$ cat src/rtl/char_lcd_write_sequencer_macros.svh
// Assertion macros shared by the character-LCD write sequencer RTL.
`ifndef CHAR_LCD_WRITE_SEQUENCER_MACROS_SVH
`define CHAR_LCD_WRITE_SEQUENCER_MACROS_SVH

// Same-cycle implication, sampled on clk, off while rst_n is low.
`define CLWS_ASSERT_NOW(lbl, ante, cons) \
  lbl: assert property (@(posedge clk) disable iff (!rst_n) (ante) |-> (cons)) \
    else $error("clws assertion failed");

// Next-cycle implication, sampled on clk, off while rst_n is low.
`define CLWS_ASSERT_NEXT(lbl, ante, cons) \
  lbl: assert property (@(posedge clk) disable iff (!rst_n) (ante) |=> (cons)) \
    else $error("clws assertion failed");

`endif

$ cat src/rtl/clws_pkg.sv
// Types, request codes and constants for the character-LCD write sequencer.
package clws_pkg;

  // request kinds
  localparam logic [2:0] REQ_INIT = 3'd0;
  localparam logic [2:0] REQ_CMD  = 3'd1;
  localparam logic [2:0] REQ_DATA = 3'd2;
  localparam logic [2:0] REQ_CHAR = 3'd3;
  localparam logic [2:0] REQ_INT  = 3'd4;

  localparam logic       RS_CMD  = 1'b0;
  localparam logic       RS_DATA = 1'b1;

  localparam logic [3:0] ASCII_DIGIT_HI = 4'h3;   // '0' is 0x30
  localparam logic [2:0] LAST_DIGIT     = 3'd4;   // units digit

  localparam int         QDEPTH = 2;
  localparam int         QPTR_W = $clog2(QDEPTH);

  // one classified item as held in the queue
  typedef struct packed {
    logic [2:0]        kind;
    logic [7:0]        addr;      // set-address command
    logic [7:0]        data;      // command or character byte
    logic [0:4][3:0]   digits;    // BCD, most significant first
    logic [2:0]        first;     // index of first shown digit
  } clws_desc_t;

  typedef struct packed {
    logic full;
    logic empty;
  } clws_qstat_t;

  function automatic logic [7:0] init_cmd(input logic [1:0] idx);
    logic [7:0] c;
    case (idx)
      2'd0:    c = 8'h38;   // 8-bit bus, two lines, 5x8 font
      2'd1:    c = 8'h0C;   // display on, cursor off
      2'd2:    c = 8'h06;   // entry mode: increment
      default: c = 8'h01;   // clear display
    endcase
    return c;
  endfunction

endpackage

$ cat src/rtl/clws_front.sv
// Front end: takes requests, forms the address and converts integers to BCD.
module clws_front #(
  parameter int ROW_COLUMNS = 40
) (
  input  logic                 clk,
  input  logic                 rst_n,
  input  logic                 start,
  output logic                 busy,
  input  logic [2:0]           in_req_type,
  input  logic [5:0]           in_column,
  input  logic                 in_row,
  input  logic [7:0]           in_byte_value,
  input  logic [15:0]          in_number,
  input  clws_pkg::clws_qstat_t qstat,
  output logic                 push,
  output clws_pkg::clws_desc_t desc
);

  // four double-dabble bit steps on {bcd, bin}
  function automatic logic [35:0] dd_step4(input logic [35:0] s);
    logic [35:0] t;
    t = s;
    for (int i = 0; i < 4; i++) begin
      for (int j = 0; j < 5; j++) begin
        if (t[16 + 4*j +: 4] >= 4'd5) begin
          t[16 + 4*j +: 4] = t[16 + 4*j +: 4] + 4'd3;
        end
      end
      t = {t[34:0], 1'b0};
    end
    return t;
  endfunction

  logic        fv_r;
  logic        conv_r;
  logic [1:0]  cnt_r;
  logic [2:0]  kind_r;
  logic [7:0]  addr_r;
  logic [7:0]  data_r;
  logic [15:0] bin_r;
  logic [19:0] bcd_r;

  logic        accept;
  logic        known;
  logic [5:0]  col_sat;
  logic [0:4][3:0] dig;

  assign known   = (in_req_type <= clws_pkg::REQ_INT);
  assign col_sat = (in_column >= 6'(ROW_COLUMNS)) ? 6'(ROW_COLUMNS - 1) : in_column;
  assign push    = fv_r && !conv_r && !qstat.full;
  assign busy    = fv_r && !push;
  assign accept  = start && !busy;
  assign dig     = bcd_r;

  always_ff @(posedge clk) begin
    if (!rst_n) begin
      fv_r   <= 1'b0;
      conv_r <= 1'b0;
      cnt_r  <= 2'd0;
    end else if (accept) begin
      fv_r   <= known;
      conv_r <= (in_req_type == clws_pkg::REQ_INT);
      cnt_r  <= 2'd3;
    end else if (push) begin
      fv_r <= 1'b0;
    end else if (conv_r) begin
      if (cnt_r == 2'd0) begin
        conv_r <= 1'b0;
      end
      cnt_r <= cnt_r - 2'd1;
    end
  end

  always_ff @(posedge clk) begin
    if (accept) begin
      kind_r <= in_req_type;
      // row base 0x00 / 0x40 is the row bit above the six column bits
      addr_r <= {1'b1, in_row, col_sat};
      data_r <= in_byte_value;
      bin_r  <= in_number;
      bcd_r  <= '0;
    end else if (conv_r) begin
      {bcd_r, bin_r} <= dd_step4({bcd_r, bin_r});
    end
  end

  always_comb begin
    desc.kind   = kind_r;
    desc.addr   = addr_r;
    desc.data   = data_r;
    desc.digits = dig;
    if (dig[0] != 4'd0) begin
      desc.first = 3'd0;
    end else if (dig[1] != 4'd0) begin
      desc.first = 3'd1;
    end else if (dig[2] != 4'd0) begin
      desc.first = 3'd2;
    end else if (dig[3] != 4'd0) begin
      desc.first = 3'd3;
    end else begin
      desc.first = clws_pkg::LAST_DIGIT;
    end
  end

endmodule

$ cat src/rtl/clws_queue.sv
// Two-entry item queue between the front end and the bus write sequencer.
module clws_queue (
  input  logic                  clk,
  input  logic                  rst_n,
  input  logic                  push,
  input  clws_pkg::clws_desc_t  wdata,
  input  logic                  pop,
  output clws_pkg::clws_desc_t  rdata,
  output clws_pkg::clws_qstat_t qstat
);

  clws_pkg::clws_desc_t mem [0:clws_pkg::QDEPTH-1];

  logic [clws_pkg::QPTR_W-1:0] wp_r;
  logic [clws_pkg::QPTR_W-1:0] rp_r;
  logic [clws_pkg::QPTR_W:0]   cnt_r;

  assign qstat.full  = (cnt_r == (clws_pkg::QPTR_W + 1)'(clws_pkg::QDEPTH));
  assign qstat.empty = (cnt_r == '0);
  assign rdata       = mem[rp_r];

  always_ff @(posedge clk) begin
    if (push) begin
      mem[wp_r] <= wdata;
    end
  end

  always_ff @(posedge clk) begin
    if (!rst_n) begin
      wp_r  <= '0;
      rp_r  <= '0;
      cnt_r <= '0;
    end else begin
      if (push) begin
        wp_r <= wp_r + 1'b1;
      end
      if (pop) begin
        rp_r <= rp_r + 1'b1;
      end
      if (push && !pop) begin
        cnt_r <= cnt_r + 1'b1;
      end else if (pop && !push) begin
        cnt_r <= cnt_r - 1'b1;
      end
    end
  end

endmodule

$ cat src/rtl/clws_back.sv
// Back end: steps through the head item, one registered bus write per cycle.
`include "char_lcd_write_sequencer_macros.svh"

module clws_back (
  input  logic                  clk,
  input  logic                  rst_n,
  input  clws_pkg::clws_desc_t  head,
  input  clws_pkg::clws_qstat_t qstat,
  output logic                  pop,
  output logic                  out_strobe,
  output logic                  out_reg_select,
  output logic [7:0]            out_bus_byte,
  output logic                  out_last
);

  logic [2:0] step_r;
  logic [2:0] step_nxt;
  logic       strobe_r;
  logic       rs_r;
  logic [7:0] byte_r;
  logic       last_r;

  logic       rs_c;
  logic [7:0] byte_c;
  logic       last_c;
  logic [2:0] idx;
  logic       int_digit;

  assign idx = head.first + step_r - 3'd1;

  // a digit write of an integer item is under way
  assign int_digit = !qstat.empty && (head.kind == clws_pkg::REQ_INT) && (step_r != 3'd0);

  always_comb begin
    rs_c   = clws_pkg::RS_CMD;
    byte_c = head.addr;
    last_c = 1'b0;
    unique case (head.kind)
      clws_pkg::REQ_INIT: begin
        byte_c = clws_pkg::init_cmd(step_r[1:0]);
        last_c = (step_r == 3'd3);
      end
      clws_pkg::REQ_CMD: begin
        byte_c = head.data;
        last_c = 1'b1;
      end
      clws_pkg::REQ_DATA: begin
        rs_c   = clws_pkg::RS_DATA;
        byte_c = head.data;
        last_c = 1'b1;
      end
      clws_pkg::REQ_CHAR: begin
        if (step_r != 3'd0) begin
          rs_c   = clws_pkg::RS_DATA;
          byte_c = head.data;
          last_c = 1'b1;
        end
      end
      clws_pkg::REQ_INT: begin
        if (step_r != 3'd0) begin
          rs_c   = clws_pkg::RS_DATA;
          byte_c = {clws_pkg::ASCII_DIGIT_HI, head.digits[idx]};
          last_c = (idx == clws_pkg::LAST_DIGIT);
        end
      end
      default: begin
        last_c = 1'b1;
      end
    endcase
  end

  assign pop = !qstat.empty && last_c;

  always_comb begin
    if (pop) begin
      step_nxt = 3'd0;
    end else if (!qstat.empty) begin
      step_nxt = step_r + 3'd1;
    end else begin
      step_nxt = step_r;
    end
  end

  always_ff @(posedge clk) begin
    if (!rst_n) begin
      step_r   <= 3'd0;
      strobe_r <= 1'b0;
    end else begin
      step_r   <= step_nxt;
      strobe_r <= !qstat.empty;
    end
  end

  always_ff @(posedge clk) begin
    rs_r   <= rs_c;
    byte_r <= byte_c;
    last_r <= last_c;
  end

  assign out_strobe     = strobe_r;
  assign out_reg_select = rs_r;
  assign out_bus_byte   = byte_r;
  assign out_last       = last_r;

  `CLWS_ASSERT_NEXT(a_run_continues, strobe_r && !last_r, strobe_r)
  `CLWS_ASSERT_NOW(a_mid_item_held, step_r != 3'd0, !qstat.empty)
  `CLWS_ASSERT_NOW(a_digit_in_range, int_digit, idx <= clws_pkg::LAST_DIGIT)

endmodule

$ cat src/rtl/char_lcd_write_sequencer.sv
// Top level: character-LCD write sequencer, request in, bus writes out.
// Path: the front end registers an accepted request and pushes it into the queue, and the back end
//   registers each write; an integer request first runs BCD conversion (4 bits per cycle) in the front end.
// Throughput: the back end emits one bus write per cycle while an item is queued (1 to 6 per item);
//   the front takes an item per cycle while the queue is not full, held off (busy) during an integer conversion.
// Reset: rst_n synchronous, active low; clears queue pointers and sequencing state.
// The receiver cannot stall: each write is on the out_ ports for one cycle only.
module char_lcd_write_sequencer #(
  parameter int ROW_COLUMNS = 40   // columns per row, 16 to 40
) (
  input  logic        clk,
  input  logic        rst_n,
  input  logic        start,
  output logic        busy,
  input  logic [2:0]  in_req_type,
  input  logic [5:0]  in_column,
  input  logic        in_row,
  input  logic [7:0]  in_byte_value,
  input  logic [15:0] in_number,
  output logic        out_strobe,
  output logic        out_reg_select,
  output logic [7:0]  out_bus_byte,
  output logic        out_last
);

  // Front end classifies each item: unknown kinds are dropped here, positions
  // become a set-address byte (column saturated to the row length), and an
  // integer is turned into five BCD digits with the first shown digit marked.
  clws_pkg::clws_desc_t  f_desc;
  clws_pkg::clws_desc_t  q_head;
  clws_pkg::clws_qstat_t qstat;
  logic                  push;
  logic                  pop;

  clws_front #(
    .ROW_COLUMNS (ROW_COLUMNS)
  ) u_front (
    .clk           (clk),
    .rst_n         (rst_n),
    .start         (start),
    .busy          (busy),
    .in_req_type   (in_req_type),
    .in_column     (in_column),
    .in_row        (in_row),
    .in_byte_value (in_byte_value),
    .in_number     (in_number),
    .qstat         (qstat),
    .push          (push),
    .desc          (f_desc)
  );

  // Short queue so a long integer conversion and a long write run overlap.
  clws_queue u_queue (
    .clk   (clk),
    .rst_n (rst_n),
    .push  (push),
    .wdata (f_desc),
    .pop   (pop),
    .rdata (q_head),
    .qstat (qstat)
  );

  // Back end walks the head item, one registered write per cycle, and pops it
  // on the write flagged last.
  clws_back u_back (
    .clk            (clk),
    .rst_n          (rst_n),
    .head           (q_head),
    .qstat          (qstat),
    .pop            (pop),
    .out_strobe     (out_strobe),
    .out_reg_select (out_reg_select),
    .out_bus_byte   (out_bus_byte),
    .out_last       (out_last)
  );

endmodule

$ cat config.mk
export PLATFORM = sky130hd
export DESIGN_NAME = char_lcd_write_sequencer
export DESIGN_NICKNAME = d
export VERILOG_FILES = /design/src/rtl/clws_pkg.sv /design/src/rtl/clws_front.sv /design/src/rtl/clws_queue.sv /design/src/rtl/clws_back.sv /design/src/rtl/char_lcd_write_sequencer.sv
export VERILOG_INCLUDE_DIRS = /design/src /design/src/rtl
export SDC_FILE = /design/constraint.sdc
export NUM_CORES = 1
export LEC_CHECK = 0
export BUFFER_PORTS_ARGS = -buffer_cell sky130_fd_sc_hd__buf_2
export CAP_MARGIN = 20
export CORE_AREA = 5 5 140 142
export CTS_CLUSTER_SIZE = 16
export DETAILED_ROUTE_END_ITERATION = 6
export DIE_AREA = 0 0 145 147
export PLACE_DENSITY = 0.71
export SYNTH_ARGS = -nofsm -noshare
export SYNTH_HDL_FRONTEND = slang
export SYNTH_SLANG_ARGS = --single-unit
export TNS_END_PERCENT = 10
$ cat constraint.sdc
create_clock -name clk -period 10.1 [get_ports clk]
set_input_delay 3.03 -clock clk [delete_from_list [all_inputs] [get_ports clk]]
set_output_delay 3.03 -clock clk [all_outputs]
set_load 0.005 [all_outputs]
==> impl_metrics.json, run 1 <==
{
  "synth-seq-cells": 159,
  "cts_buffers": 17,
  "grt.met1_usage": 0.253,
  "required_ns": 7.07,
  "postCtsSetupRepairBufs": 0,
  "yosys-top-cells-area": "edfxtp_1 (39%), dfxtp_1 (9.6%), ha_1 (4.6%)",
  "wl_per_cell_um": 16.7,
  "syn-instance-count": 845,
  "die-area_mm2": 0.0213,
  "holdBufCountCts": 0,
  "drc": 0,
  "criticalPathCategory": "reg2out",
  "yosys_warnings": 0,
  "path_clk_slew_ns": 0.06,
  "dp_hpwl_mm": 13.2,
  "use_met2": 0.282,
  "hold_class": "reg2reg",
  "setup_viol_count_final": 0,
  "gp_congestion": 0.871,
  "async_flop_share": 0,
  "cp-start-kind": "flop",
  "nNetsFinal": 947,
  "initial_core_util": 0.487,
  "slowest_delay_ns": 0.97,
  "hold_ws_ns": 0.445,
  "cts_tree": "built",
  "syn_nets": 915,
  "grt_pass1_wl_mm": 31.2,
  "synth_flop_cell": "edfxtp_1",
  "dieHeight_um": 147,
  "htree_levels": 4,
  "drt-total-wl_mm": 18.8,
  "core_area_mm2": 0.0183,
  "cp-end-kind": "output pin",
  "die_x_um": 145,
  "syn_to_final_growth_pct": 11.4,
  "fmax_mhz": 171,
  "clockRootBuffer": "clkbuf_16",
  "antenna_found_initial": 1,
  "synth-seq-area-share": 0.487,
  "syn_area_mm2": 0.00893,
  "antenna_cells": 0,
  "cap_violations": 0,
  "grt_overflow": 0,
  "grt_max_degree": 45,
  "dpl_cell_area_mm2": 0.00932,
  "cp.arrival_ns": 2.81,
  "cp_common_cell": "inv_1",
  "ios": 49,
  "num_vias": 6527,
  "critical_path.cell_chain": "inv_1 -> nand3_1 -> nand2_1 -> inv_1 -> buf_2",
  "final-hold-violation-count": 0,
  "grt_busiest_layer": "met2",
  "final_max_slew_viol_count": 0,
  "ant_nets": 0,
  "synth_cell_types": 82,
  "worst-path-max-fanout": 29,
  "portBuffers": 48,
  "synth_top_area_cell": "edfxtp_1",
  "fillers": 1598,
  "drtPass1Iterations": 5,
  "slew_headroom": 0.315,
  "power.leakage_nw": 3.66,
  "synth_top_cell_area_share": 0.390,
  "rows": 50,
  "place_ws_ns": 4.74,
  "worstMarginPinSlew_ns": 1.03,
  "ir_worst_vdd_uv": 188,
  "viasPerCell": 5.81,
  "grt_usage": 0.177,
  "synth_area_per_cell_um2": 10.6,
  "finalSetupTns_ns": 0,
  "drt-initial-drc-count": 465,
  "cts_resized": 0,
  "grt_pass1_vias": 6056,
  "clk_latency_ns": 0.43,
  "skew_ns": 0.0153,
  "slowest_stage": "dfxtp_1",
  "outcome": "finished clean",
  "fin_area_mm2": 0.00994,
  "drive_gt1_frac": 0.167,
  "rsz0062_at_grt": "no",
  "cts_sinks": 159,
  "timing.final.ws_setup_ns": 4.26,
  "powerDensity_mw_per_mm2": 200,
  "clk_path_buf_depth": 2,
  "min_period_over_period": 0.578,
  "grt_util_met3": 0.0290,
  "finalCriticalPeriod_ns": 5.84,
  "synth_edf_count": 116
}
==> logic make-up after synthesis <==
logic type / synth area share
compound gates: 0.193
xor+xnor: 0.0137
fa+ha+maj: 0.0485
buf+inv: 0.0346
flops: 0.487
mux: 0.0855
simple gates: 0.138
==> where the power goes <==
group          leakage [nW]  switching (mW)  internal (mW)
combinational          1.91           0.287          0.215
sequential             1.44          0.0417          0.781
clock                 0.305           0.252          0.413
total                  3.66           0.581           1.41
==> sequential cells by signal, summed over array words and instances, names as in the netlist, 2 cells and up, named ones only <==
name                 flops
u_queue.mem             82
u_front.bcd_r           20
u_front.bin_r           16
u_back.out_bus_byte      8
u_front.data_r           8
u_front.addr_r           7
u_back.step_r            3
u_front.kind_r           3
u_front.cnt_r            2
u_queue.cnt_r            2
==> worst max-delay path, delay by kind of cell (launching register included) <==
kind / cells / cell delay (ns)
and+or+nand+nor: 2 / 0.56
buffers and inverters: 3 / 0.84
DFF: 1 / 0.97
==> metrics by stage <==
step | util | power, mW | instances
2_1_floorplan | - | 1.20 | 845
3_3_place_gp | 0.509 | 1.32 | 1092
3_5_place_dp | 0.509 | 1.33 | 1092
4_1_cts | 0.542 | 2.00 | 1124
5_1_grt | 0.542 | 2.09 | 1124
6_report | 0.542 | 1.99 | 1124
==> cells in the mapped netlist, types with 5 or more instances <==
library cell,instances
buf_2,10
o21a_1,7
mux2i_1,32
dfxtp_1,43
nor2b_1,10
nor3_1,16
edfxtp_1,116
nand2_1,97
nor2_1,49
a21boi_0,9
and2_1,11
nand3_1,17
o21ai_0,44
o21ai_1,15
a21o_1,8
and3_1,7
or2_2,7
nor3b_1,5
ha_1,33
a31oi_1,10
a21oi_1,45
a221oi_1,10
mux2_2,20
clkbuf_1,25
or3_1,7
nand2b_1,15
a211oi_1,17
a211o_1,8
inv_1,32
mux4_2,8
xnor2_1,12
o211ai_1,11
==> placed cells by master, fill, tap and decap left out, types with 8 or more instances in the layout <==
cell type  count
mux4_2         8
a31oi_1       10
nand3_1       17
dfxtp_1       42
and2_1        10
nand2b_1      15
mux2_2        20
a211oi_1      17
o211ai_1      11
edfxtp_1     116
mux2i_1       32
xnor2_1       12
a21o_1         8
nor2b_1       10
a211o_1        8
a221oi_1      10
a21oi_1       45
a21boi_0       9
inv_1         32
clkbuf_16     17
buf_2         48
ha_1          33
nor2_1        48
o21ai_0       44
nor3_1        16
nand2_1       97
o21ai_1       15
==> path summary, 6_finish.rpt <==
check	startpoint	end	slack, ns	cells after the start
worst max-delay path	u_front.conv_r	busy	4.26	5
worst min-delay path	u_front.kind_r[2]	u_queue.mem[0][40]	0.44	0
worst min register to register	u_front.kind_r[2]	u_queue.mem[0][40]	0.44	0
worst max register to register	u_front.bcd_r[12]	u_front.bcd_r[17]	5.78	18
==> layer usage <==
metal  wire length, um  part of all wire  vias up
met5                13           0.00069        -
met4               207             0.011        2
met3               725             0.039       16
met2              9020              0.48      143
met1              8800              0.47     3130
li1                  -                 -     3236
==> final cells by class <==
type	count	area, um2	share of cell area
inverters	35	131	0.0132
clock inverters	15	193	0.0194
flip-flops and latches	159	4350	0.437
clock buffers	17	425	0.0428
well taps	234	293	0.0295
repair buffers	52	270	0.0272
multi-input cells	612	4280	0.431
No activity file was read; power rests on OpenSTA's default activity.
==> inputs of run 2 (changes only) <==
--- a/config.mk
+++ b/config.mk
@@ -6,13 +6,14 @@
 export SDC_FILE = /design/constraint.sdc
 export NUM_CORES = 1
 export LEC_CHECK = 0
+export ABC_AREA = 1
 export BUFFER_PORTS_ARGS = -buffer_cell sky130_fd_sc_hd__buf_2
 export CAP_MARGIN = 20
-export CORE_AREA = 5 5 140 142
+export CORE_AREA = 5 5 136 138
 export CTS_CLUSTER_SIZE = 16
 export DETAILED_ROUTE_END_ITERATION = 6
-export DIE_AREA = 0 0 145 147
-export PLACE_DENSITY = 0.71
+export DIE_AREA = 0 0 141 143
+export PLACE_DENSITY = 0.7
 export SYNTH_ARGS = -nofsm -noshare
 export SYNTH_HDL_FRONTEND = slang
 export SYNTH_SLANG_ARGS = --single-unit
==> constraint.sdc (replaced) <==
create_clock -name clk -period 5.8 [get_ports clk]
set_input_delay 1.74 -clock clk [delete_from_list [all_inputs] [get_ports clk]]
set_output_delay 1.74 -clock clk [all_outputs]
set_load 0.005 [all_outputs]
==> run 2 against run 1 <==
Compared with the run above: count of clock-buffer cells in the layout is 3 higher; non-clock buffer count is 1 lower; synthesized area is 6.3% lower; cell area is 5.6% lower.
==> impl_metrics.json, run 2 <==
{
  "outcome": "finished clean",
  "htree_levels": 4,
  "final-hold-violation-count": 0,
  "drt-initial-drc-count": 397,
  "clk_path_buf_depth": 2,
  "cts_resized": 0,
  "initial_core_util": 0.490,
  "grt_overflow": 0,
  "drt-total-wl_mm": 16.3,
  "synth.most_common_cell": "nand2_1",
  "portBuffers": 48,
  "final_max_slew_viol_count": 0,
  "ant_nets": 0,
  "grt_pass1_wl_mm": 28.0,
  "ios": 49,
  "finalSetupTns_ns": 0,
  "fmax_mhz": 276,
  "syn_to_final_growth_pct": 12.3,
  "power.leakage_nw": 4.35,
  "path_clk_slew_ns": 0.06,
  "worst-path-max-fanout": 38,
  "largest_reg_flops": 82,
  "synth-seq-area-share": 0.520,
  "yosys_warnings": 0,
  "core_area_mm2": 0.0171,
  "die_x_um": 141,
  "synth-seq-cells": 159,
  "hold_class": "reg2reg",
  "required_ns": 5.86,
  "syn_nets": 970,
  "async_flop_share": 0,
  "synth_edf_count": 116,
  "syn-instance-count": 900,
  "rsz0062_at_grt": "no",
  "dp_hpwl_mm": 11.9,
  "criticalPathCategory": "in2reg",
  "holdBufCountCts": 0,
  "die-area_mm2": 0.0202,
  "syn_area_mm2": 0.00836,
  "antenna_found_initial": 0,
  "top_register": "u_queue.mem",
  "synth_top_area_cell": "edfxtp_1",
  "drive_gt1_frac": 0.188,
  "rows": 48,
  "cts_buffers": 17,
  "worstMarginPinSlew_ns": 0.837,
  "skew_ns": 0.00950,
  "postCtsSetupRepairBufs": 0,
  "finalCriticalPeriod_ns": 3.62,
  "setup_viol_count_final": 0,
  "place_ws_ns": 1.77,
  "grt_max_degree": 42,
  "final_cell_mix": "nand2_1 (229), edfxtp_1 (116), inv_1 (109)",
  "synth_top_cell_area_share": 0.417,
  "grt_usage": 0.172,
  "clk_latency_ns": 0.42,
  "ir_worst_vdd_uv": 234,
  "cap_violations": 0,
  "slew_headroom": 0.442,
  "largest_registers": "u_queue.mem (82), u_front.bcd_r (20), u_front.bin_r (16)",
  "num_vias": 6015,
  "layout_commonest_cell": "nand2_1",
  "synth_common_cells": "nand2_1 (229), edfxtp_1 (116), inv_1 (109)",
  "antenna_cells": 0,
  "gp_congestion": 0.903,
  "cp.arrival_ns": 3.69,
  "cts_sinks": 159,
  "yosys-top-cells-area": "edfxtp_1 (42%), dfxtp_1 (10%), nand2_1 (10%)",
  "drc": 0,
  "synth_area_per_cell_um2": 9.29,
  "hold_ws_ns": 0.440,
  "drtPass1Iterations": 5,
  "grt_pass1_vias": 5910,
  "clockRootBuffer": "clkbuf_16",
  "timing.final.ws_setup_ns": 2.18,
  "synth_cell_types": 52,
  "dieHeight_um": 143,
  "cp-start-kind": "primary input",
  "synth_flop_cell": "edfxtp_1",
  "wl_per_cell_um": 13.7,
  "powerDensity_mw_per_mm2": 355,
  "nNetsFinal": 1023,
  "min_period_over_period": 0.625,
  "viasPerCell": 5.05,
  "cts_tree": "built",
  "cp-end-kind": "flop"
}
run 2: final cells by class:
cell class	count	area (um2)
clock inverters	12	98.8
repair buffers	51	263
clock buffers	20	447
flip-flops and latches	159	4350
multi-input cells	600	3480
inverters	124	468
fillers	1562	7670
well taps	225	282
run 2: kinds of logic (layout without fill, tap and decap cells):
| group | count (synthesis) | count (layout) | synth area share |
|---|---|---|---|
| buf+inv | 141 | 207 | 0.0657 |
| flops | 159 | 159 | 0.520 |
| xor+xnor | 11 | 11 | 0.0138 |
| compound gates | 99 | 99 | 0.0775 |
| simple gates | 442 | 442 | 0.256 |
| fa+ha+maj | 33 | 33 | 0.0494 |
| mux | 15 | 15 | 0.0180 |
run 2: worst max-delay path, stage by stage:
cell	delay, ns
buf_2	0.09
nand2_1	0.35
inv_2	0.77
nor2_2	0.24
inv_2	0.45
run 2: final timing paths:
path,from,endpoint,slack [ns],cells past startpoint
hold reg to reg,u_front.data_r[6],u_queue.mem[1][29],0.44,0
hold / removal,u_front.data_r[6],u_queue.mem[1][29],0.44,0
setup / recovery,start,u_front.bin_r[1],2.18,5
setup reg to reg,u_front.bcd_r[12],u_front.bcd_r[18],2.31,28
run 2: layer usage:
metal / wire [um] / vias up / part of all wire / GRT usage
li1: - / 3149 / - / -
met1: 7430 / 2765 / 0.46 / 0.222
met2: 7920 / 88 / 0.49 / 0.292
met3: 775 / 13 / 0.048 / 0.0409
met4: 166 / 0 / 0.010 / 0.0484
met5: 0 / - / 0 / 0
run 2: where the power goes:
part / internal (mW) / switching (mW) / total, mW
Sequential: 1.36 / 0.0606 / 1.42
Combinational: 0.314 / 0.572 / 0.886
Clock: 0.569 / 0.456 / 1.03
run 2: per-stage QoR:
| stage | util | total power [mW] | instance area, um2 | cells |
|---|---|---|---|---|
| global placement | 0.518 | 2.32 | 8840 | 1159 |
| floorplan | - | 2.09 | 8360 | 900 |
| global route | 0.550 | 3.54 | 9390 | 1191 |
| finish | 0.550 | 3.33 | 9390 | 1191 |
| CTS | 0.550 | 3.36 | 9390 | 1191 |
| detailed placement | 0.518 | 2.33 | 8840 | 1159 |
